<file path="src/dbd_pkg.sv">
// shared types and constants of the detection box decoder
// no dependencies
`default_nettype none

package dbd_pkg;

    localparam int MAX_COLUMNS = 512;
    localparam int COL_W       = $clog2(MAX_COLUMNS);
    localparam int COLS_W      = $clog2(MAX_COLUMNS + 1);
    localparam int MIN_COLUMNS = 6;
    localparam int FIRST_CLASS = 5;
    localparam int CLASS_W     = 9;

    localparam int QUEUE_DEPTH = 4;
    localparam int QPTR_W      = $clog2(QUEUE_DEPTH);
    localparam int QCNT_W      = $clog2(QUEUE_DEPTH + 1);

    localparam int ADDR_W = 8;
    localparam int DATA_W = 32;

    localparam logic [ADDR_W-1:0] REG_NUM_COLUMNS     = 8'd0;
    localparam logic [ADDR_W-1:0] REG_SCORE_THRESHOLD = 8'd1;
    localparam logic [ADDR_W-1:0] REG_X_SCALE         = 8'd2;
    localparam logic [ADDR_W-1:0] REG_Y_SCALE         = 8'd3;

    localparam logic signed [31:0] ONE_Q16 = 32'sd65536;

    typedef struct packed {
        logic [COLS_W-1:0] num_columns;
        logic [16:0]       score_threshold;
        logic [23:0]       x_scale;
        logic [23:0]       y_scale;
    } cfg_t;

    typedef struct packed {
        logic signed [31:0] centre_x;
        logic signed [31:0] centre_y;
        logic signed [31:0] box_width;
        logic signed [31:0] box_height;
        logic signed [31:0] objectness;
        logic signed [31:0] class_score;
        logic [CLASS_W-1:0] class_id;
    } task_t;

endpackage

`default_nettype wire

</file>
<file path="src/dbd_queue.sv">
// small flop queue between front and back end
// depends on dbd_pkg
`default_nettype none

module dbd_queue import dbd_pkg::*; (
    input  wire    aclk,
    input  wire    aresetn,
    input  wire    push,
    input  task_t  push_data,
    output logic   not_full,
    output logic   out_valid,
    input  wire    pop,
    output task_t  out_data
);

    task_t             entry_reg [QUEUE_DEPTH];
    logic [QPTR_W-1:0] head_reg, head_next;
    logic [QPTR_W-1:0] tail_reg, tail_next;
    logic [QCNT_W-1:0] count_reg, count_next;
    logic              do_push, do_pop;

    assign not_full  = (count_reg < QCNT_W'(QUEUE_DEPTH));
    assign out_valid = (count_reg != '0);
    assign out_data  = entry_reg[head_reg];
    assign do_push   = push && not_full;
    assign do_pop    = pop && out_valid;

    always_comb begin
        head_next  = do_pop ? head_reg + QPTR_W'(1) : head_reg;
        tail_next  = do_push ? tail_reg + QPTR_W'(1) : tail_reg;
        count_next = count_reg + QCNT_W'(do_push) - QCNT_W'(do_pop);
    end

    always_ff @(posedge aclk) begin
        if (!aresetn) begin
            head_reg  <= '0;
            tail_reg  <= '0;
            count_reg <= '0;
        end else begin
            head_reg  <= head_next;
            tail_reg  <= tail_next;
            count_reg <= count_next;
        end
    end

    always_ff @(posedge aclk) begin
        if (do_push) begin
            entry_reg[tail_reg] <= push_data;
        end
    end

endmodule

`default_nettype wire

</file>
<file path="config.mk">
export PLATFORM = sky130hd
export DESIGN_NAME = dbd_queue
export DESIGN_NICKNAME = d
export VERILOG_FILES = /design/src/dbd_pkg.sv /design/src/dbd_queue.sv
export SDC_FILE = /design/constraint.sdc
export NUM_CORES = 1
export LEC_CHECK = 0
export BUFFER_PORTS_ARGS = -buffer_cell sky130_fd_sc_hd__clkbuf_2
export CAP_MARGIN = 25
export CORE_ASPECT_RATIO = 1.1
export CORE_UTILIZATION = 50
export CTS_BUF_LIST = sky130_fd_sc_hd__clkbuf_16
export CTS_CLUSTER_SIZE = 10
export DETAILED_ROUTE_END_ITERATION = 8
export PLACE_DENSITY = 0.68
export SYNTH_ARGS = -nofsm -noshare
export SYNTH_HDL_FRONTEND = slang
export SYNTH_SLANG_ARGS = --single-unit
export TNS_END_PERCENT = 50
</file>
<file path="constraint.sdc">
create_clock -name aclk -period 12.3 [get_ports aclk]
set_input_delay 2.46 -clock aclk [delete_from_list [all_inputs] [get_ports aclk]]
set_output_delay 2.46 -clock aclk [all_outputs]
set_load 0.02 [all_outputs]
</file>
# [Word level (Yosys, flattened, before mapping)]
# Memories as Yosys holds them, arrays and structs flattened. A register that Yosys moved wholly into a read port is not among the register bits.
# Cells that the tools add are included.
[classes] add_sub_neg=4 n_lt_le_gt_ge=1 n_mux=4 n_reduce_logical=3
[op_table] operator="$add 2x1->2 const B" count=2
[op_table] operator="$mux 2" count=2
[op_table] operator="$add 3x1->3" count=1
[op_table] operator="$lt 3x3->1 const B" count=1
[op_table] operator="$reduce_bool 3->1" count=1
[op_table] operator="$sub 3x1->3" count=1
[op_table] operator="$logic_and 1x1->1" count=2
[op_table] operator="$mux 1" count=2
[word_totals] reg_bits=7 ram_bits=804 in_bits=205 output_inout_bits=203 n_memories=1
[memory_table] name="entry_reg" words=4 width=201 rd=1 rd_clocked_by_memory_dff=1 wr=1 line="dbd_queue.sv:16" rtl="task_t entry_reg [QUEUE_DEPTH];"

# [Depth between registers and ports, before layout]
[logic_depth] ltp_word=4 depth_mapped=10

# [Worst setup path before layout]
# Ideal clock, no wire load.
[synth_path] path_kind="input -> register" start="input port push" end="memory entry_reg[0][0] (netlist bit), enable pin" setup_ns=0.586 arrival_time_ns=7.417 slack_ns=4.297 path_stages=3 path_buffers=1 cell_sequence="nor2b_1 clkbuf_1 and2_1"
[synth_via] elab_chain_cells=3
[synth_lines] element="from (decl)" line="dbd_queue.sv:8" rtl="input wire push,"
[synth_lines] element="$logic_and 1x1->1" line="dbd_queue.sv:25" rtl="assign do_push = push && not_full;"
[synth_lines] element="$mux 1" line="dbd_queue.sv:47" rtl="if (do_push) begin"
[synth_lines] element="$mux 1 (not written as such)" line="dbd_queue.sv:48" rtl="entry_reg[tail_reg] <= push_data;"
[synth_lines] element="to (decl)" line="dbd_queue.sv:16"
# Every way passes these cells.

==> impl_metrics.tcl <==
set metrics [dict create \
    hp-class "reg -> reg" \
    crit_end "out_data[164]" \
    antenna_found_initial 7 \
    leakage_nw 11.7 \
    drc 0 \
    io_pins 408 \
    clkSlewWorstSetupHoldPaths_ns 0.05 \
    yosysTopAreaCell "edfxtp_1" \
    startpoint_type "flip-flop" \
    die_width_um 234 \
    grt.total_usage_pct 18.7 \
    root_buffer "clkbuf_16" \
    drtAntennaViolNets 0 \
    wl_per_cell_um 23.7 \
    hold_viol_final 0 \
    portBuffers 407 \
    grt_max_degree 112 \
    crit_buf_inv 3 \
    syn-num-nets 1308 \
    drive_gt1_share_pct 45.8 \
    tns_ns 0 \
    finClkSkew_ns 0.0161 \
    dp_hpwl_um 32700 \
    first_pass_iters 4 \
    post_cts_buffers 0 \
    syn_avg_cell_area_um2 27.1 \
    period_needed_ns 5.90 \
    yosysWarnings 0 \
    clk_latency_ns 0.62 \
    dieArea_um2 60300 \
    required_ns 9.84 \
    drt_iter0_markers 803 \
    initial_utilization_pct 50.6 \
    cp-end-kind "output port" \
    fmax_ghz 0.169 \
    finalWorstSetupSlack_ns 6.40 \
    die_y_um 258 \
    post-route-util_pct 59.4 \
    total_power_mw 7.54 \
    critPathArrivalTime_ns 3.44 \
    finalSetupViolCount 0 \
    hold_buffers 0 \
    cts.sinks 813 \
    pre_cts_ws_ns 6.42 \
    status "finished, final reports clean" \
    grt_overflow 0 \
    gp_congestion 0.713 \
    crit_family "buffers and inverters" \
    final_nets 1781 \
    via_per_inst 5.55 \
    yosysSeqAreaShare_pct 82.0 \
    crit_type "reg -> out" \
    row_count 93 \
    vdd_drop_max_mv 0.162 \
    syn_to_final_growth_pct 17.4 \
    reg2reg_from "count_reg[2]" \
    core_um2 58600 \
    reg2reg_slack_ns 8.79 \
    largest_reg_flops 804 \
    grt_setup_unrepaired "false" \
    synth_area_um2 29700 \
    timing.critical_path.fanout_max 63 \
    slew_headroom_pct 26.3 \
    syn_inst 1096 \
    tritoncts "built" \
    worstMarginPinSlew_ns 1.11 \
    r2r_end "entry_reg[0][113]" \
    grt_pass1_vias 14017 \
    htree_levels 3 \
    fin_crit_sh_pct 48.0 \
    reg2regPathDepth 4 \
    synthTopCellsByArea "edfxtp_1 (81%), mux4_2 (15%), buf_12 (1.4%), dfxtp_1 (0.61%), buf_2 (0.32%)" \
    post_dp_cell_area_um2 32300 \
    hold_slack_ns 0.577 \
    cap_violations 0 \
    grt_pass1_wl_um 84400 \
    ys_types 18 \
    cts_inserted_buffers 92 \
    yosysTopAreaCellShare_pct 81.3 \
    slew_violations 0 \
    ys_ff_latch 813 \
    post-place-cells 2234 \
    worst-path-stages 4 \
    stdcell_area_um2 34800 \
    powerDensity_nw_per_um2 216 \
    num-fill-cells 4185 \
    cpPeakStageDelay_ns 0.77 \
    clock_path_buffers 3 \
    wl_um 56000 \
    cp_cell_sequence "buf_4, buf_4, mux4_2, clkbuf_2" \
    cts_resized 0 \
    cpMostUsedCell "buf_4" \
    final_cells 2362 \
    cp_slowest_cell "buf_4" \
    vias 13114 \
]
-- synth_stat cells, drive strengths merged --
library cell  instances
clkbuf                4
inv                   7
and2                  9
o311ai                1
o31a                  1
dfxtp                 9
fa                    1
buf                  42
ha                    6
edfxtp              804
or3                   1
nor2b                 4
mux2i                 1
xnor2                 5
mux4                201
-- worst min-delay path, stage by stage, from the launching register on --
cell,delay (ns)
dfxtp_1,0.32
xnor2_1,0.06
and2_1,0.15
-- layer usage --
| layer | vias up | global-route usage, % | wire (µm) |
|---|---|---|---|
| met5 | - | 0 | 66 |
| li1 | 5693 | - | - |
| met4 | 10 | 5.50 | 1190 |
| met1 | 6888 | 24.2 | 21700 |
| met3 | 110 | 7.77 | 5660 |
| met2 | 413 | 29.2 | 27400 |
-- final cells by class --
cell class	instances	area, µm²	share of cell area (%)
timing repair buffer	425	2200	6.33
clock buffer	93	2330	6.68
clock inverter	31	199	0.571
inverter	7	26.3	0.0754
tap	760	951	2.73
antenna	3	7.51	0.0215
multi-input combinational	230	4790	13.8
sequential	813	24300	69.8
-- worst min-delay path by stage --
stage,start,slack (ns),end,cells after the start
final,head_reg[1],0.58,flip-flop,2
after CTS,tail_reg[1],0.58,tail_reg[1],2
after detailed placement,head_reg[1],0.57,flip-flop,2
after global placement,tail_reg[1],0.55,tail_reg[1],2
after global routing,tail_reg[1],0.61,tail_reg[1],2
after floorplan,head_reg[0],0.52,flip-flop,2
-- placed cells by master (no fill, tap or decap), drive strengths merged, types with 3 or more instances in the layout --
cell and instances:
edfxtp 804, clkbuf 500, mux4 201, inv 32, buf 18, dfxtp 9
and2 9, ha 6, clkinv 6, xnor2 5, nor2b 4, diode 3
-- logic make-up (layout without fill, tap and decap cells) --
| logic type | count (synthesis) | count (layout) | share of synthesized area (%) |
|---|---|---|---|
| buffers and inverters | 53 | 556 | 1.94 |
| AND/OR/NAND/NOR | 14 | 14 | 0.295 |
| multiplexers | 202 | 202 | 15.3 |
| adder cells (fa/ha/maj) | 7 | 7 | 0.320 |
| other | 0 | 3 | 0 |
| AO/OA/AOI/OAI | 2 | 2 | 0.0590 |
| XOR/XNOR | 5 | 5 | 0.148 |
| flip-flops | 813 | 813 | 82.0 |
-- power breakdown --
group / internal (mW) / switching, mW
registers: 3.35 / 0.0957
clock network: 1.35 / 0.980
logic: 0.720 / 1.05
Note: power is estimated with default switching activity, not from simulation.
